<file path="src/rtl/core/register_bytecode_interpreter_assert.svh">
// ----------------------------------------------------------------------------
// register bytecode interpreter assertion macros
// concurrent checks sampled on the rising clock edge, off during reset
// ----------------------------------------------------------------------------
`ifndef REGISTER_BYTECODE_INTERPRETER_ASSERT_SVH
`define REGISTER_BYTECODE_INTERPRETER_ASSERT_SVH

// same-cycle implication
`define RBI_ASSERT_IMP(LABEL, CLK, RSTN, ANTE, CONS) \
  LABEL: assert property (@(posedge CLK) disable iff (!RSTN) (ANTE) |-> (CONS)) \
    else $error("rbi assertion failed");

// next-cycle implication
`define RBI_ASSERT_NXT(LABEL, CLK, RSTN, ANTE, CONS) \
  LABEL: assert property (@(posedge CLK) disable iff (!RSTN) (ANTE) |=> (CONS)) \
    else $error("rbi assertion failed");

`endif

</file>
<file path="src/rtl/core/rbi_pkg.sv">
// ----------------------------------------------------------------------------
// rbi_pkg
// shared constants, opcodes and types of the register bytecode interpreter
// ----------------------------------------------------------------------------
`timescale 1ns / 1ps
`default_nettype none

package rbi_pkg;

  // register file geometry, count is a power of two
  localparam int REG_COUNT = 256;
  localparam int REG_IDX_W = $clog2(REG_COUNT);
  localparam int DATA_W    = 32;

  // field widths
  localparam int WORD_W = 32;
  localparam int IDX_W  = 8;

  // instruction queue between decode and execute
  localparam int QDEPTH = 4;
  localparam int QPTR_W = $clog2(QDEPTH);

  // opcodes
  localparam logic [2:0] OP_LDCONST = 3'd0;
  localparam logic [2:0] OP_ADD     = 3'd1;
  localparam logic [2:0] OP_SUB     = 3'd2;
  localparam logic [2:0] OP_MUL     = 3'd3;
  localparam logic [2:0] OP_SHOW    = 3'd4;
  localparam logic [2:0] OP_HALT    = 3'd5;

  // decode phase codes
  localparam logic [1:0] PH_OP    = 2'd0;
  localparam logic [1:0] PH_DST   = 2'd1;
  localparam logic [1:0] PH_SRC_L = 2'd2;
  localparam logic [1:0] PH_SRC_R = 2'd3;

  typedef enum logic [1:0] {
    K_LOADK,
    K_ALU,
    K_PRINT
  } kind_t;

  // one complete decoded instruction
  typedef struct packed {
    kind_t             kind;
    logic [2:0]        op;
    logic [IDX_W-1:0]  dest;
    logic [IDX_W-1:0]  a_idx;
    logic [IDX_W-1:0]  b_idx;
    logic [DATA_W-1:0] konst;
  } instr_t;

  typedef struct packed {
    logic [1:0] phase;
    logic       halted;
  } front_stat_t;

  typedef struct packed {
    logic stall;
    logic print_go;
  } back_stat_t;

  // register index from the low byte, wraps on the register count
  function automatic logic [REG_IDX_W-1:0] reg_addr(input logic [IDX_W-1:0] idx);
    return REG_IDX_W'(idx);
  endfunction

endpackage

`default_nettype wire

</file>
<file path="src/rtl/core/rbi_queue.sv">
// ----------------------------------------------------------------------------
// rbi_queue
// small instruction fifo between decode and execute
// ----------------------------------------------------------------------------
`timescale 1ns / 1ps
`default_nettype none

module rbi_queue (
  input  wire logic            clk,
  input  wire logic            rst_n,
  input  wire logic            push,
  input  wire rbi_pkg::instr_t push_data,
  output logic                 full,
  input  wire logic            pop,
  output logic                 valid,
  output rbi_pkg::instr_t      head
);

  rbi_pkg::instr_t               mem_r [rbi_pkg::QDEPTH];
  logic [rbi_pkg::QPTR_W-1:0]    wr_ptr_r, wr_ptr_nxt;
  logic [rbi_pkg::QPTR_W-1:0]    rd_ptr_r, rd_ptr_nxt;
  logic [rbi_pkg::QPTR_W:0]      count_r, count_nxt;

  assign full  = (count_r == (rbi_pkg::QPTR_W + 1)'(rbi_pkg::QDEPTH));
  assign valid = (count_r != '0);
  assign head  = mem_r[rd_ptr_r];

  always_comb begin
    wr_ptr_nxt = push ? wr_ptr_r + 1'b1 : wr_ptr_r;
    rd_ptr_nxt = pop ? rd_ptr_r + 1'b1 : rd_ptr_r;
    count_nxt  = count_r;
    if (push && !pop) begin
      count_nxt = count_r + 1'b1;
    end else if (pop && !push) begin
      count_nxt = count_r - 1'b1;
    end
  end

  always_ff @(posedge clk) begin
    if (!rst_n) begin
      wr_ptr_r <= '0;
      rd_ptr_r <= '0;
      count_r  <= '0;
    end else begin
      wr_ptr_r <= wr_ptr_nxt;
      rd_ptr_r <= rd_ptr_nxt;
      count_r  <= count_nxt;
    end
  end

  always_ff @(posedge clk) begin
    if (push) begin
      mem_r[wr_ptr_r] <= push_data;
    end
  end

endmodule

`default_nettype wire

</file>
<file path="config.mk">
export PLATFORM = sky130hd
export DESIGN_NAME = rbi_queue
export DESIGN_NICKNAME = d
export VERILOG_FILES = /design/src/rtl/core/register_bytecode_interpreter_assert.svh /design/src/rtl/core/rbi_pkg.sv /design/src/rtl/core/rbi_queue.sv
export SDC_FILE = /design/constraint.sdc
export NUM_CORES = 1
export LEC_CHECK = 0
export ABC_AREA = 1
export BUFFER_PORTS_ARGS = -buffer_cell sky130_fd_sc_hd__buf_2
export CAP_MARGIN = 20
export CORE_MARGIN = 2
export CORE_UTILIZATION = 49
export CTS_CLUSTER_SIZE = 24
export DETAILED_ROUTE_END_ITERATION = 10
export GPL_TIMING_DRIVEN = 1
export PLACE_DENSITY = 0.66
export SLEW_MARGIN = 20
export SYNTH_ARGS = -nofsm -noshare
export SYNTH_HDL_FRONTEND = slang
export SYNTH_SLANG_ARGS = --single-unit
</file>
<file path="constraint.sdc">
create_clock -name clk -period 2.9 [get_ports clk]
set_input_delay 0.29 -clock clk [delete_from_list [all_inputs] [get_ports clk]]
set_output_delay 0.29 -clock clk [all_outputs]
set_load 0.01 [all_outputs]
</file>
Word level (Yosys, flattened, before mapping)
Memory sizes are Yosys's and may differ from the RTL's. A register that Yosys moved wholly into a read port is not among the register bits.
Cells that the tools add are included.
- flip-flop bits (word level): 7
- RAM bits: 244
- bits of input ports: 65
- output and inout bits: 63
- word-level logic and storage cells: 21
- memories: 1
- $add $sub $neg: 4
- equal/unequal tests: 1
- multiplexer cells: 6
- reductions and logical operators: 6
- memories (memory ; words ; width ; read ports ; clocked after memory_dff ; wr ports ; RTL line ; RTL):
    mem_r ; 4 ; 61 ; 1 ; 1 ; 1 ; rbi_queue.sv:19 ; rbi_pkg::instr_t mem_r [rbi_pkg::QDEPTH];
- operators by type and width (operator ; number):
    $mux W3 ; 2
    $add A2 B1 Y2 const B ; 2
    $mux W2 ; 2
    $add A3 B1 Y3 const B ; 1
    $eq A3 B3 Y1 const B ; 1
    $reduce_bool A3 Y1 ; 1
    $sub A3 B1 Y3 const B ; 1
    $logic_and A1 B1 Y1 ; 2
    $logic_not A1 Y1 ; 2
    $mux W1 ; 2
    $reduce_bool A2 Y1 ; 1

Depth between registers and ports, before layout
- depth in word-level cells: 4
- depth in mapped cells: 10
- mapped depth without buffers: 10

Worst setup path after synthesis
No wires, ideal clock.
- path type: register to register
- start point: reg wr_ptr_r[0] (netlist name)
- end point: mem mem_r[2][0] (netlist name) (enable)
- library setup time: 415 ps
- arrival time: 1775 ps
- required time: 2485 ps
- setup slack: 709 ps
- cell stages (with the launch flop): 5
- path buffers: 0
- period minus slack after synthesis: 2191 ps
- cells stage by stage: dfxtp_1 inv_1 ha_1 nand2_1 inv_1
- RTL lines (element ; RTL line ; RTL):
    from (decl) ; rbi_queue.sv:20 ; logic [rbi_pkg::QPTR_W-1:0] wr_ptr_r, wr_ptr_nxt;
    from (signal assigned) ; rbi_queue.sv:45 ; wr_ptr_r <= wr_ptr_nxt;
    to (decl) ; rbi_queue.sv:19 ;
Straight into the memory's write port.

==> results_dict.tcl <==
set metrics [dict create \
    chipHeight_um 147 \
    pwr_density_cell_mw_per_mm2 655 \
    maximum_buffer_depth_of_the_clock_tree 3 \
    cp_data_required_time_ns 2.61 \
    first_iter_violations 331 \
    post-route-cell-area_mm2 0.0122 \
    layout-drive-gt1-share 0.304 \
    p_leak_nw 4.25 \
    max-cap-violations 0 \
    seq_area_frac_synth 0.745 \
    detail_route.vias_per_cell 5.35 \
    num-fill-cells 1495 \
    antennaDiodeCount 0 \
    wire_per_inst_um 18.2 \
    coreArea_mm2 0.0202 \
    gp_routability_congestion 0.717 \
    finalHoldViolations 0 \
    tritoncts "done" \
    tns_ns 0 \
    final_core_util 0.602 \
    ir_drop_uv 584 \
    final_net_count 901 \
    worstMarginPinSlew_ns 0.957 \
    count_of_final_max_slew_check_failures 0 \
    initial_utilization 0.498 \
    die_width_um 147 \
    clkSinkCount 253 \
    unrepaired_setup_endpoints_after_global_routing "no" \
    worstSkewPairLatency_ns 0.50 \
    maxSlewHeadroom 0.362 \
    setup-violations-final 0 \
    io-pin-count 128 \
    critPathArrivalTime_ns 2.29 \
    place.detailed.instances 1020 \
    drt_first_pass_iters 5 \
    synth_top_cell_area_share 0.727 \
    post-route-drc-count 0 \
    status "finished, final reports clean" \
    crit_type "reg -> out" \
    netlist_area_mm2 0.0101 \
    cts_root_buf "sky130_fd_sc_hd__clkbuf_16" \
    worstSetupStartpointType "flop" \
    final-seq-area_mm2 0.00751 \
    postSynthAreaPerCell_um2 15.6 \
    post-route-period-util 0.889 \
    worstPathMaxFanout 61 \
    antenna_found_initial 0 \
    timing.final.crit_period_ns 2.58 \
    placed_cell_area_mm2 0.0109 \
    finalClockSkew_ns 0.00602 \
    hold_slack_ns 0.0178 \
    final-instance-count-excl-fill 1116 \
    ant_nets 0 \
    ys_warn_count 0 \
    synth.ff_latch_count 253 \
    worstHoldPathType "in -> reg" \
    layout.cells.most_common "sky130_fd_sc_hd__edfxtp_1" \
    grt_pass1_vias 6248 \
    area_delta_synth_final_pct 20.9 \
    numPortBuffers 127 \
    post-dp-hpwl_mm 11.2 \
    multiInputGateArea_mm2 0.00221 \
    cts.clk_slew.worst_paths_ns 0.06 \
    post-synth-top-area-cell "sky130_fd_sc_hd__edfxtp_1" \
    most-common-layout-cells "sky130_fd_sc_hd__edfxtp_1, sky130_fd_sc_hd__buf_2, sky130_fd_sc_hd__o21ai_0, sky130_fd_sc_hd__nor2_1, sky130_fd_sc_hd__dlygate4sd3_1" \
    postLayoutSetupSlackWorst_ns 0.322 \
    all_layer_gr_usage 0.189 \
    worst_setup_slack_before_clock_tree_synthesis_ns 0.819 \
    post_synth_num_cell_types 25 \
    total_wirelength_of_the_detailed_routed_design_mm 20.3 \
    routed-via-count 5967 \
    power_mw 7.97 \
    grt_start_max_net_pins 123 \
    fp.dieArea_mm2 0.0217 \
    overflow 0 \
    tritoncts.num_buffers 25 \
    grt_pass1_wl_mm 32.4 \
    number_of_nets_in_the_synthesized_netlist 719 \
    maxClockFrequency_mhz 388 \
    synth_area_leaders "sky130_fd_sc_hd__edfxtp_1, sky130_fd_sc_hd__o22ai_2, sky130_fd_sc_hd__o21ai_0" \
    fp-row-count 52 \
    critPathCaptureType "output port" \
    number_of_h_tree_branching_levels 1 \
    post_synth_inst_count 648 \
]
==> kinds of logic (layout without fill, tap and decap cells) <==
group | Yosys count | count (layout) | share of synthesized area
DFF | 253 | 253 | 0.745
AOI/OAI and AO/OA | 193 | 193 | 0.129
and+or+nand+nor | 141 | 141 | 0.0828
buffers and inverters | 55 | 253 | 0.0355
adders and majority gates | 6 | 6 | 0.00819
==> sequential cells by signal, summed over array words and instances, names as in the netlist, named ones only <==
name / flops
wr_ptr_r: 2
mem_r: 244
count_r: 3
rd_ptr_r: 2
==> routing by layer <==
metal / share of wire / up-vias / global-route usage
met5: 0 / - / 0
met4: 0.018 / 0 / 0.0471
met3: 0.056 / 34 / 0.0340
met2: 0.51 / 165 / 0.337
met1: 0.41 / 2967 / 0.241
li1: - / 2801 / -
==> layout make-up <==
type | count | share of cell area
Clock buffer | 32 | 0.0535
Clock inverter | 11 | 0.00575
Timing Repair Buffer | 193 | 0.109
Inverter | 17 | 0.00575
Multi-Input combinational cell | 340 | 0.182
Tap cell | 270 | 0.0277
Sequential cell | 253 | 0.617
==> critical path: stages (launching register included) <==
cell and delay, ns:
sky130_fd_sc_hd__dfxtp_2 0.33, sky130_fd_sc_hd__clkinv_2 0.73, sky130_fd_sc_hd__o21ai_1 0.40, sky130_fd_sc_hd__o22ai_1 0.15, sky130_fd_sc_hd__buf_2 0.17
==> path summary, 6_finish.rpt <==
path	from	end	slack, ns	depth (start not counted)
min reg2reg	rd_ptr_r[1]$_SDFFE_PN0P_	flop	0.45	1
max reg2reg	wr_ptr_r[1]$_SDFFE_PN0P_	mem_r[1][8]$_DFFE_PP_	1.18	5
min	push_data[20]	mem_r[2][20]$_DFFE_PP_	0.02	1
max	flop	head[34]	0.32	4
==> report_power, final <==
part | internal [mW] | switching, mW
combinational | 0.332 | 0.549
clock | 1.66 | 1.22
sequential | 4.18 | 0.0435
==> Yosys cell counts (all sizes together) <==
library cell / instances
a21oi: 4
buf: 27
clkbuf: 11
clkinv: 1
dfxtp: 9
edfxtp: 244
fa: 1
ha: 5
inv: 16
nand2: 10
nand3: 1
nand4: 1
nor2: 128
nor3: 1
o21ai: 128
o22ai: 61
==> what timing repair did <==
| action | CTS | global route |
|---|---|---|
| hold endpoints to repair | 204 | 4 |
| hold buffers | 52 | 1 |
| resized for setup | 0 | 0 |
| setup buffers | 0 | 0 |
Power figures use the tool's default switching activity.
