--- src/rtl/core/register_bytecode_interpreter_assert.svh ---
// ----------------------------------------------------------------------------
// register bytecode interpreter assertion macros
// concurrent checks sampled on the rising clock edge, off during reset
// ----------------------------------------------------------------------------
`ifndef REGISTER_BYTECODE_INTERPRETER_ASSERT_SVH
`define REGISTER_BYTECODE_INTERPRETER_ASSERT_SVH

// same-cycle implication
`define RBI_ASSERT_IMP(LABEL, CLK, RSTN, ANTE, CONS) \
  LABEL: assert property (@(posedge CLK) disable iff (!RSTN) (ANTE) |-> (CONS)) \
    else $error("rbi assertion failed");

// next-cycle implication
`define RBI_ASSERT_NXT(LABEL, CLK, RSTN, ANTE, CONS) \
  LABEL: assert property (@(posedge CLK) disable iff (!RSTN) (ANTE) |=> (CONS)) \
    else $error("rbi assertion failed");

`endif

--- src/rtl/core/rbi_pkg.sv ---
// ----------------------------------------------------------------------------
// rbi_pkg
// shared constants, opcodes and types of the register bytecode interpreter
// ----------------------------------------------------------------------------
`timescale 1ns / 1ps
`default_nettype none

package rbi_pkg;

  // register file geometry, count is a power of two
  localparam int REG_COUNT = 256;
  localparam int REG_IDX_W = $clog2(REG_COUNT);
  localparam int DATA_W    = 32;

  // field widths
  localparam int WORD_W = 32;
  localparam int IDX_W  = 8;

  // instruction queue between decode and execute
  localparam int QDEPTH = 4;
  localparam int QPTR_W = $clog2(QDEPTH);

  // opcodes
  localparam logic [2:0] OP_LDCONST = 3'd0;
  localparam logic [2:0] OP_ADD     = 3'd1;
  localparam logic [2:0] OP_SUB     = 3'd2;
  localparam logic [2:0] OP_MUL     = 3'd3;
  localparam logic [2:0] OP_SHOW    = 3'd4;
  localparam logic [2:0] OP_HALT    = 3'd5;

  // decode phase codes
  localparam logic [1:0] PH_OP    = 2'd0;
  localparam logic [1:0] PH_DST   = 2'd1;
  localparam logic [1:0] PH_SRC_L = 2'd2;
  localparam logic [1:0] PH_SRC_R = 2'd3;

  typedef enum logic [1:0] {
    K_LOADK,
    K_ALU,
    K_PRINT
  } kind_t;

  // one complete decoded instruction
  typedef struct packed {
    kind_t             kind;
    logic [2:0]        op;
    logic [IDX_W-1:0]  dest;
    logic [IDX_W-1:0]  a_idx;
    logic [IDX_W-1:0]  b_idx;
    logic [DATA_W-1:0] konst;
  } instr_t;

  typedef struct packed {
    logic [1:0] phase;
    logic       halted;
  } front_stat_t;

  typedef struct packed {
    logic stall;
    logic print_go;
  } back_stat_t;

  // register index from the low byte, wraps on the register count
  function automatic logic [REG_IDX_W-1:0] reg_addr(input logic [IDX_W-1:0] idx);
    return REG_IDX_W'(idx);
  endfunction

endpackage

`default_nettype wire

--- src/rtl/core/rbi_front.sv ---
// ----------------------------------------------------------------------------
// rbi_front
// word decoder, collects operands and pushes whole instructions
// ----------------------------------------------------------------------------
`timescale 1ns / 1ps
`default_nettype none

module rbi_front (
  input  wire logic                       clk,
  input  wire logic                       rst_n,
  input  wire logic                       in_valid,
  output logic                            in_ready,
  input  wire logic signed [31:0]         in_word,
  input  wire logic                       in_last_word,
  input  wire logic                       q_full,
  output logic                            push,
  output rbi_pkg::instr_t                 push_instr,
  output rbi_pkg::front_stat_t            stat
);

  logic                       acc;
  logic [1:0]                 phase_r, phase_nxt;
  logic [2:0]                 pend_r, pend_nxt;
  logic                       halted_r, halted_nxt;
  logic [rbi_pkg::IDX_W-1:0]  dest_r, dest_nxt;
  logic [rbi_pkg::IDX_W-1:0]  lidx_r, lidx_nxt;
  logic [rbi_pkg::IDX_W-1:0]  widx;
  logic                       is_op;

  assign in_ready = !q_full;
  assign acc      = in_valid && in_ready;
  assign widx     = in_word[rbi_pkg::IDX_W-1:0];
  // opcode word in 0..4
  assign is_op    = (in_word[31:3] == '0) && (in_word[2:0] <= rbi_pkg::OP_SHOW);

  assign stat.phase  = phase_r;
  assign stat.halted = halted_r;

  always_comb begin
    phase_nxt  = phase_r;
    pend_nxt   = pend_r;
    halted_nxt = halted_r;
    dest_nxt   = dest_r;
    lidx_nxt   = lidx_r;
    push       = 1'b0;
    push_instr = '0;
    push_instr.op    = pend_r;
    push_instr.dest  = dest_r;
    push_instr.a_idx = lidx_r;
    push_instr.b_idx = widx;
    push_instr.konst = rbi_pkg::DATA_W'(in_word);
    if (acc) begin
      if (!halted_r) begin
        unique case (phase_r)
          rbi_pkg::PH_OP: begin
            if (is_op) begin
              pend_nxt  = in_word[2:0];
              phase_nxt = rbi_pkg::PH_DST;
            end else if (in_word == 32'(rbi_pkg::OP_HALT)) begin
              halted_nxt = 1'b1;
            end
          end
          rbi_pkg::PH_DST: begin
            if (pend_r == rbi_pkg::OP_SHOW) begin
              push             = 1'b1;
              push_instr.kind  = rbi_pkg::K_PRINT;
              push_instr.a_idx = widx;
              phase_nxt        = rbi_pkg::PH_OP;
            end else begin
              dest_nxt  = widx;
              phase_nxt = rbi_pkg::PH_SRC_L;
            end
          end
          rbi_pkg::PH_SRC_L: begin
            if (pend_r == rbi_pkg::OP_LDCONST) begin
              push            = 1'b1;
              push_instr.kind = rbi_pkg::K_LOADK;
              phase_nxt       = rbi_pkg::PH_OP;
            end else begin
              lidx_nxt  = widx;
              phase_nxt = rbi_pkg::PH_SRC_R;
            end
          end
          rbi_pkg::PH_SRC_R: begin
            push            = 1'b1;
            push_instr.kind = rbi_pkg::K_ALU;
            phase_nxt       = rbi_pkg::PH_OP;
          end
          default: begin
            phase_nxt = rbi_pkg::PH_OP;
          end
        endcase
      end
      // program end drops partial instruction and leaves halt
      if (in_last_word) begin
        phase_nxt  = rbi_pkg::PH_OP;
        halted_nxt = 1'b0;
      end
    end
  end

  always_ff @(posedge clk) begin
    if (!rst_n) begin
      phase_r  <= rbi_pkg::PH_OP;
      pend_r   <= rbi_pkg::OP_LDCONST;
      halted_r <= 1'b0;
    end else begin
      phase_r  <= phase_nxt;
      pend_r   <= pend_nxt;
      halted_r <= halted_nxt;
    end
  end

  always_ff @(posedge clk) begin
    dest_r <= dest_nxt;
    lidx_r <= lidx_nxt;
  end

endmodule

`default_nettype wire

--- config.mk ---
export PLATFORM = sky130hd
export DESIGN_NAME = rbi_front
export DESIGN_NICKNAME = d
export VERILOG_FILES = /design/src/rtl/core/register_bytecode_interpreter_assert.svh /design/src/rtl/core/rbi_pkg.sv /design/src/rtl/core/rbi_front.sv
export SDC_FILE = /design/constraint.sdc
export NUM_CORES = 1
export LEC_CHECK = 0
export ABC_CLOCK_PERIOD_IN_PS = 2150
export BUFFER_PORTS_ARGS = -buffer_cell sky130_fd_sc_hd__buf_2
export CORE_MARGIN = 5
export CORE_UTILIZATION = 41
export DETAILED_ROUTE_END_ITERATION = 16
export PLACE_DENSITY = 0.9
export SYNTH_ARGS = -nofsm -noshare
export SYNTH_HDL_FRONTEND = slang
export SYNTH_SLANG_ARGS = --single-unit
export TNS_END_PERCENT = 1
--- constraint.sdc ---
create_clock -name clk -period 2.15 [get_ports clk]
set_clock_uncertainty 0.05 [all_clocks]
set_input_delay 0 -clock clk [delete_from_list [all_inputs] [get_ports clk]]
set_output_delay 0 -clock clk [all_outputs]
set_load 0.05 [all_outputs]
Word-level counts from Yosys, hierarchy flattened:

Index checks and enable logic that the tools add are counted.

* bits in registers: 22
* output and inout bits: 66
* word-level logic and storage cells: 50
* input port bits: 37

* bitwise operators: 3
* muxes and demuxes: 24
* reductions and logical operators: 10
* magnitude comparators: 1
* equality and inequality tests: 7

Operator list (number)
* $eq A32 B3 Y1 const B: 1
* $mux W8: 4
* $logic_not A29 Y1: 1
* $mux W2: 8
* $reduce_and A4 Y1: 3
* $mux W1: 9
* $pmux W2 S4: 1
* $eq A2 B2 Y1 const B: 2
* $pmux W2 S2: 1
* $eq A3 B3 Y1 const B: 1
* $le A3 B3 Y1 const B: 1
* $logic_not A3 Y1: 1
* $ne A3 B3 Y1 const B: 1
* $not A1 Y1: 3
* $pmux W1 S3: 1
* $reduce_and A3 Y1: 1
* $eq A2 B1 Y1 const B: 1
* $logic_and A1 B1 Y1: 2
* $logic_not A2 Y1: 1
* $ne A2 B2 Y1 const B: 1
* $logic_not A1 Y1: 1

Longest topological paths before layout:

Gate-level depths: netlist of run 1.

* word-level depth: 6
* mapped depth: 5
* depth with buffers taken out: 4

Least setup slack after synthesis of run 1:

No wires, ideal clock.

* kind: register to register
* start: register phase_r[1]
* end: register lidx_r[0] (netlist bit) (enable)
* cell stages (with the launch flop): 4
* arrival time: 1.764 ns
* required time: 1.715 ns
* clock period less this slack: 2.199 ns
* library setup time: 0.385 ns
* setup slack: -0.049 ns
* path through: dfxtp_1 clkbuf_1 nor2b_1 nor3b_1

* word-level cells in the longest chain between the ends: 2

RTL lines
* from (decl): RTL line rbi_front.sv:22 `logic [1:0] phase_r, phase_nxt;`
* from (signal assigned): RTL line rbi_front.sv:104 `phase_r <= rbi_pkg::PH_OP;`
* from (signal assigned): RTL line rbi_front.sv:108 `phase_r <= phase_nxt;`
* $eq A2 B2 Y1: RTL line rbi_front.sv:54 `unique case (phase_r)`
* $reduce_and A4 Y1 (no line)
* to (signal assigned): RTL line rbi_front.sv:116 `lidx_r <= lidx_nxt;`
* to (decl): RTL line rbi_front.sv:26 `logic [rbi_pkg::IDX_W-1:0] lidx_r, lidx_nxt;`

Every way passes these cells.
A chain may end at the register's enable or synchronous reset.

Worst setup path after layout of run 1:

* start: input port in_word[5]
* end: register halted_r

* word-level cells in the longest chain between the ends: 6
* elaborated cells between the ends (all ways): 8
* classes of those cells: eq/ne (1); mux (5); reduce/logical (2)

RTL lines
* from (decl): RTL line rbi_front.sv:13 `input wire logic signed [31:0] in_word,`
* $eq A32 B3 Y1 / $logic_not A29 Y1 (equally long branches): RTL line rbi_front.sv:59, rbi_front.sv:34
* $mux W1 / $logic_and A1 B1 Y1 (equally long branches): RTL line rbi_front.sv:59, rbi_front.sv:34
* $mux W1 (*): RTL line rbi_front.sv:56 `if (is_op) begin`
* $mux W1 (*): RTL line rbi_front.sv:54
* $mux W1 (*): RTL line rbi_front.sv:53 `if (!halted_r) begin`
* $mux W1 (*): RTL line rbi_front.sv:95 `if (in_last_word) begin`
* to (signal assigned): RTL line rbi_front.sv:110 `halted_r <= halted_nxt;`
* to (decl): RTL line rbi_front.sv:24 `logic halted_r, halted_nxt;`

Mark *: on every way between the ends. The rest lies on a longest branch, timed or not.

==> results.json, run 1 <==
{
  "hold_slack_ns": 0.125,
  "root_buffer": "clkbuf_4",
  "power.density_nw_per_um2": 560,
  "synth_top_cell_area_share": 0.330,
  "grt_max_degree": 14,
  "cts_tree": "done",
  "crit_fanout": 6,
  "place_inst": 238,
  "reg2reg_slack_ns": 0.36,
  "cts_buffer_depth": 2,
  "crit_slowest_cell": "dlygate4sd3_1",
  "r2r_cells": 5,
  "ant_nets": 0,
  "leakage_nw": 0.913,
  "fmax_mhz": 514,
  "min_period_ns": 1.95,
  "grt_pass1_wl_um": 5770,
  "ys_warn_count": 0,
  "clk_latency_ns": 0.29,
  "gp_congestion": 0.802,
  "area_growth_pct": 29.9,
  "crit_type": "input port to register",
  "fin_tns_setup_ns": 0,
  "setup_violations": 0,
  "cts_max_level": 1,
  "antenna_found_initial": 0,
  "outcome": "complete, no violations",
  "yosys_register_bits": 22,
  "critPathCaptureType": "register",
  "die_w_um": 69.6,
  "hold_violations": 0,
  "period_share": 0.906,
  "critPathLaunchType": "input port",
  "synth_edf_count": 16,
  "cp.required_ns": 2.35,
  "port_buffers": 102,
  "final_cells": 253,
  "slew_headroom": 0.730,
  "fill_cells": 295,
  "hold_start": "in_word[9]",
  "synthCells": 131,
  "drtIter0Drc": 40,
  "syn_area_per_cell_um2": 11.1,
  "dp.final_hpwl_um": 2800,
  "path_cells": "dlygate4sd3_1 > buf_2 > nor4_4 > nand4_2 > nor3_1 > o211a_1 > dlygate4sd3_1",
  "io-pin-count": 103,
  "routed_wl_um": 3470,
  "vdd_drop_max_v": 0.000244,
  "drc": 0,
  "worstPathArrival_ns": 2.15,
  "synthesis.nets": 168,
  "critical_path.most_common_cell": "dlygate4sd3_1",
  "ys.flop_type": "edfxtp_1",
  "rr_endpoint": "halted_r",
  "ys_seq_area_frac": 0.413,
  "chipHeight_um": 69.6,
  "p_total_mw": 1.06,
  "r2r-start": "phase_r[0]",
  "syn_area_um2": 1450,
  "regArea_um2": 601,
  "maxCapViolations": 0,
  "grt_usage": 0.144,
  "rsz0062_at_grt": "no",
  "vias": 1229,
  "layout-drive-gt1-share": 0.618,
  "fin_nets": 245,
  "clkSinkCount": 22,
  "critPathLaunch": "in_word[5]",
  "clk_pin_slew_ns": 0.12,
  "ys_async_sr_fraction": 0,
  "finalMaxSlewViolations": 0,
  "hp-class": "input port to register",
  "synth_top_area_cell": "edfxtp_1",
  "grt-ovfl-total": 0,
  "diodes": 0,
  "grt_pass1_vias": 1231,
  "die_area_um2": 4840,
  "cp_slowest_stage_delay_ns": 0.54,
  "wl_per_cell_um": 13.7,
  "cts_made_buffers": 3,
  "holdPathStages": 5,
  "synth.area.top_cells": "edfxtp_1 (33%), buf_4 (21%), dfxtp_1 (8.3%)",
  "worstMarginPinSlew_ns": 0.405,
  "multiInputGateArea_um2": 528,
  "min_to": "pend_r[1]",
  "core-area_um2": 3390,
  "via_per_inst": 4.86,
  "dr.pass1.iters": 4,
  "rows": 21,
  "start_util": 0.429,
  "synth_cell_type_count": 33
}
[sequential cells by signal (all words and copies together), names as in the netlist]
name,cells
halted_r,1
lidx_r,8
phase_r,2
pend_r,3
dest_r,8
[cell usage after synthesis, types with 3 or more instances]
master,number
o21ai_0,3
mux2_2,6
a21oi_1,4
nand2_1,4
edfxtp_1,16
nor4_2,4
nand3_1,3
buf_4,41
nand4_1,4
inv_1,4
o31ai_1,3
nor3_1,4
nor2b_1,3
dfxtp_1,6
[through the flow]
stage / util / cell area (µm²) / worst slack, ns
6_report: 0.557 / 1890 / 0.203
5_1_grt: 0.557 / 1890 / 0.0780
4_1_cts: 0.557 / 1890 / 0.181
3_5_place_dp: 0.509 / 1730 / 0.581
3_3_place_gp: 0.509 / 1730 / 0.623
2_1_floorplan: - / 1460 / 0.0162
[worst max path at each step]
stage | endpoint | slack, ns | cells after the start
global placement | push_instr[47] | 0.62 | 4
finish | halted_r | 0.20 | 7
CTS | halted_r | 0.18 | 7
detailed placement | push_instr[46] | 0.58 | 4
floorplan | dest_r[0] | 0.02 | 3
global route | halted_r | 0.08 | 7
[repair_timing]
action,4_1_cts,5_1_grt
gates resized for setup,0,0
setup buffers,0,0
hold buffers,11,0
endpoints found under the hold margin,22,0
[layout by cell type, fill, tap and decap left out, drive strengths merged, types with 5 or more instances in the layout]
cell type and instances:
nor4 6, edfxtp 16, o21ai 5, mux2 8, buf 104, dfxtp 6
dlygate4sd3 11, nand4 6
[area by class of cell]
cell class	instances	area share
Timing Repair Buffer	115	0.336
Sequential cell	22	0.318
Multi-Input combinational cell	62	0.279
Tap cell	46	0.0305
Clock inverter	1	0.0159
Clock buffer	3	0.0119
Inverter	4	0.00795
[worst max-delay path: cells and delay by family]
kind                   cells  cell delay (ns)
buffers and inverters      3             1.23
AND/OR/NAND/NOR            3             0.76
AO/OA/AOI/OAI              1             0.15
[layer usage]
layer / GRT usage / share of wire / vias up
met4: 0.0260 / 0.0035 / 0
met2: 0.256 / 0.50 / 79
met3: 0.0493 / 0.11 / 2
met5: 0 / 0 / -
li1: - / - / 593
met1: 0.167 / 0.39 / 555
[cells by family (layout without fill, tap and decap cells)]
| group | count (synthesis) | after routing | synth area share |
|---|---|---|---|
| mux | 8 | 8 | 0.0620 |
| flops | 22 | 22 | 0.413 |
| simple gates | 38 | 38 | 0.225 |
| compound gates | 16 | 16 | 0.0723 |
| buf+inv | 47 | 123 | 0.227 |
[report_power, final]
| part | total [mW] | internal [mW] | switching (mW) | leakage (nW) |
|---|---|---|---|---|
| sequential | 0.458 | 0.456 | 0.00265 | 0.192 |
| combinational | 0.292 | 0.0756 | 0.217 | 0.693 |
| clock | 0.308 | 0.188 | 0.120 | 0.0279 |
(Power assumes the default switching activity.)
==> run 2, diff against run 1 <==
Settings changed: ABC_CLOCK_PERIOD_IN_PS 2150 to 2100, CAP_MARGIN set to 10.
Clock period 2.15 ns to 2.1 ns, I/O delays scaled along.
==> results.json, run 2 (synthesis gave the netlist of run 1 again) <==
{
  "outcome": "complete, no violations",
  "post_cts_resized": 0,
  "grt_pass1_wl_um": 5800,
  "critical_path.most_common_cell": "dlygate4sd3_1",
  "clkSinkCount": 22,
  "grt_pass1_vias": 1240,
  "fin_tns_setup_ns": 0,
  "drc": 0,
  "critPathLaunchType": "input port",
  "crit_type": "input port to register",
  "crit_family": "buffers and inverters",
  "antenna_found_initial": 0,
  "wl_per_cell_um": 13.9,
  "layout_common_cells": "buf_2 (102), edfxtp_1 (16), dlygate4sd3_1 (11)",
  "dr.pass1.iters": 4,
  "grt_max_degree": 13,
  "fmax_mhz": 509,
  "mostFrequentLayoutCell": "buf_2",
  "hold_violations": 0,
  "port_buffers": 102,
  "diodes": 0,
  "reg_top3": "dest_r: 8 flops, lidx_r: 8 flops, pend_r: 3 flops",
  "hold_slack_ns": 0.130,
  "power.density_nw_per_um2": 513,
  "clk_latency_ns": 0.29,
  "cts_made_buffers": 3,
  "cp.required_ns": 2.30,
  "final_area_um2": 1860,
  "worstMarginPinSlew_ns": 0.398,
  "dp.final_hpwl_um": 2790,
  "crit_slowest_cell": "dlygate4sd3_1",
  "cts_setup_buffers": 0,
  "hp-class": "input port to register",
  "worstPathArrival_ns": 2.16,
  "cts_buffer_depth": 2,
  "ant_nets": 0,
  "routed_wl_um": 3520,
  "final_cells": 253,
  "chipHeight_um": 69.6,
  "vdd_drop_max_v": 0.000200,
  "leakage_nw": 0.901,
  "fill_cells": 297,
  "maxCapViolations": 0,
  "grt-ovfl-total": 0,
  "rows": 21,
  "rsz0062_at_grt": "no",
  "min_period_ns": 1.97,
  "place_inst": 238,
  "start_util": 0.429,
  "critPathBufInv": 3,
  "root_buffer": "clkbuf_4",
  "area_growth_pct": 28.1,
  "fin_util": 0.550,
  "grt_usage": 0.146,
  "slew_headroom": 0.734,
  "vias": 1252,
  "period_share": 0.936,
  "cp_slowest_stage_delay_ns": 0.55,
  "layout-drive-gt1-share": 0.614,
  "gp_congestion": 0.801,
  "crit_fanout": 6,
  "cts_max_level": 1,
  "io-pin-count": 103,
  "critPathCaptureType": "register",
  "die_area_um2": 4840,
  "setup_violations": 0,
  "die_w_um": 69.6,
  "fin_nets": 245,
  "drtIter0Drc": 45,
  "core-area_um2": 3390,
  "finalMaxSlewViolations": 0,
  "place_area_um2": 1730,
  "cts_tree": "done",
  "clk_pin_slew_ns": 0.11,
  "path_cells": "dlygate4sd3_1 > buf_2 > nor4_4 > nand4_2 > nor3_1 > o211a_1 > dlygate4sd3_1",
  "via_per_inst": 4.95
}
## run 2: through the flow
step           setup WS (ns)  power (mW)
2_1_floorplan        -0.0338       0.719
3_3_place_gp           0.573       0.762
3_5_place_dp           0.525       0.765
4_1_cts                0.144       0.961
5_1_grt               0.0187        1.01
6_report               0.134       0.955
## run 2: layout make-up
class / count / area [µm²] / area share
timing repair buffer: 115 / 636 / 0.341
sequential: 22 / 601 / 0.322
multi-input combinational: 62 / 528 / 0.283
tap: 46 / 57.6 / 0.0309
clock buffer: 3 / 22.5 / 0.0121
inverter: 4 / 15.0 / 0.00806
clock inverter: 1 / 3.75 / 0.00201
## run 2: worst reg2reg max path: cells and delay by family, from the launching register on
kind                   cells  cell delay (ns)
AO/OA/AOI/OAI              1             0.20
buffers and inverters      1             0.54
flip-flops                 1             0.58
AND/OR/NAND/NOR            3             0.31
## run 2: layer usage
metal  routed length, µm  track usage
met1                1250        0.158
met2                1770        0.260
met3                 453       0.0580
met4                  42       0.0477
met5                   0            0
## run 2: timing repair
action | 4_1_cts | 5_1_grt
hold endpoints to repair | 22 | 0
setup endpoints to repair | 0 | 0
hold buffers | 11 | 0
## run 2: power breakdown
| part | internal (mW) | switching (mW) | leakage (nW) |
|---|---|---|---|
| logic | 0.0774 | 0.222 | 0.693 |
| clock network | 0.0691 | 0.117 | 0.0154 |
| registers | 0.467 | 0.00269 | 0.192 |
| total | 0.613 | 0.342 | 0.901 |
## run 2: worst paths after layout
check,startpoint,end,slack (ns),cells after the start
worst max-delay path,in_word[5],halted_r,0.13,7
worst min-delay path,in_word[9],pend_r[2],0.13,5
worst max register to register,phase_r[0],halted_r,0.31,5
worst min register to register,pend_r[2],pend_r[2],0.47,2
==> run 3, diff against run 2 <==
Settings changed: CORE_MARGIN 5 to unset.
==> results.json, run 3 (synthesis gave the netlist of run 1 again) <==
{
  "critPathLaunchType": "register",
  "reg2reg_slack_ns": 0.31,
  "r2r-start": "phase_r[0]",
  "post_cts_resized": 0,
  "cp_num_cells": 4,
  "cts_tree": "done",
  "leakage_nw": 0.901,
  "die_area_um2": 3790,
  "drc": 0,
  "path_cells": "nor3b_4 > nand4b_4 > mux2_1 > buf_2",
  "min_period_ns": 1.96,
  "r2r_cells": 5,
  "die_w_um": 61.6,
  "antenna_found_initial": 0,
  "drtIter0Drc": 41,
  "fmax_mhz": 510,
  "start_util": 0.432,
  "vias": 1234,
  "cp.required_ns": 2.05,
  "fin_util": 0.554,
  "gp_congestion": 0.845,
  "worstMarginPinSlew_ns": 0.409,
  "diodes": 0,
  "worstPathArrival_ns": 1.91,
  "root_buffer": "clkbuf_4",
  "chipHeight_um": 61.6,
  "layout_common_cells": "buf_2 (102), edfxtp_1 (16), dlygate4sd3_1 (11)",
  "reg_top3": "dest_r: 8 flops, lidx_r: 8 flops, pend_r: 3 flops",
  "ant_nets": 0,
  "routed_wl_um": 3130,
  "cp_slowest_stage_delay_ns": 0.38,
  "fill_cells": 325,
  "intPower_uw": 613,
  "mostFrequentLayoutCell": "buf_2",
  "slew_headroom": 0.727,
  "port_buffers": 102,
  "layout-drive-gt1-share": 0.614,
  "crit_family": "simple AND/OR/NAND/NOR gates",
  "fin_nets": 245,
  "crit_slowest_cell": "dfxtp_1",
  "rr_endpoint": "halted_r",
  "period_share": 0.934,
  "endpoint": "push_instr[47]",
  "crit_type": "register to output port",
  "critPathLaunch": "halted_r",
  "via_per_inst": 4.88,
  "p_seq_frac": 0.491,
  "pre_cts_ws_ns": 0.474,
  "maxCapViolations": 0,
  "vdd_drop_max_v": 0.000208,
  "outcome": "complete, no violations",
  "cts_setup_buffers": 0,
  "place_inst": 238,
  "hp-class": "input port to register",
  "clk_pin_slew_ns": 0.13,
  "grt_max_degree": 13,
  "core-area_um2": 3360,
  "cts_max_level": 1,
  "setup_violations": 0,
  "wl_per_cell_um": 12.4,
  "clk_latency_ns": 0.30,
  "hold_violations": 0,
  "rows": 21,
  "setup_ws_ns": 0.139,
  "power.share.combinational": 0.311,
  "p_total_uw": 956,
  "crit_fanout": 9,
  "io-pin-count": 103,
  "cts_made_buffers": 3,
  "final_cells": 253,
  "p_clk_frac": 0.198,
  "dp.final_hpwl_um": 2420,
  "grt_usage": 0.162,
  "grt_pass1_wl_um": 4490,
  "cts_buffer_depth": 2,
  "finalMaxSlewViolations": 0,
  "power.switching_uw": 343,
  "clkSinkCount": 22,
  "area_growth_pct": 28.1,
  "grt_pass1_vias": 1092,
  "power.density_nw_per_um2": 513,
  "critPathCaptureType": "output port",
  "rsz0062_at_grt": "no",
  "dr.pass1.iters": 4,
  "grt-ovfl-total": 0,
  "critPathBufInv": 1,
  "p_sw_frac": 0.359
}
[run 3: cell counts in the layout (fill, tap and decap cells not counted)]
Identical to the previous run, type by type.
[run 3: layout make-up]
type | count | area [µm²] | area share
flip-flops and latches | 22 | 601 | 0.322
repair buffers | 115 | 636 | 0.341
clock buffers | 3 | 22.5 | 0.0121
multi-input cells | 62 | 528 | 0.283
clock inverters | 1 | 3.75 | 0.00201
inverters | 4 | 15.0 | 0.00806
well taps | 46 | 57.6 | 0.0309
[run 3: power groups by stage]
stage	Combinational, mW	Clock (mW)	Sequential (mW)
floorplan	0.235	0	0.484
global placement	0.280	0	0.479
detailed placement	0.284	0	0.479
CTS	0.298	0.195	0.469
global route	0.313	0.208	0.470
finish	0.297	0.190	0.469
[run 3: how the worst min path moves through the flow]
stage,startpoint,to,slack (ns),depth (start not counted)
detailed placement,in_word[6],dest_r[6],0.20,1
global route,q_full,phase_r[0],0.13,5
finish,q_full,phase_r[0],0.11,5
CTS,q_full,phase_r[0],0.11,5
global placement,in_word[6],lidx_r[6],0.19,1
floorplan,in_word[0],dest_r[0],0.05,0
[run 3: metal layers]
metal / track usage / vias to the layer above / wire length (µm) / part of all wire
met2: 0.318 / 74 / 1670 / 0.53
met1: 0.178 / 562 / 1210 / 0.39
met4: 0.0381 / 0 / 26 / 0.0083
met3: 0.0273 / 2 / 227 / 0.072
li1: - / 596 / - / -
met5: 0 / - / 0 / 0
[run 3: stage by stage]
stage          hold WS, ns  setup TNS, ns  area, µm²
5_1_grt              0.130              0       1860
6_report             0.106              0       1860
3_3_place_gp         0.190              0       1730
2_1_floorplan       0.0489         -0.270       1460
4_1_cts              0.108              0       1860
3_5_place_dp         0.198              0       1730
[run 3: repair_timing]
item,in CTS,in global routing
hold buffers,11,0
hold endpoints to repair,22,0
setup endpoints to repair,0,0
[run 3: tightest hold or removal path, delay by kind of cell]
family	cells	cell delay (ns)
buf+inv	1	0.12
simple gates	2	0.13
compound gates	2	0.18
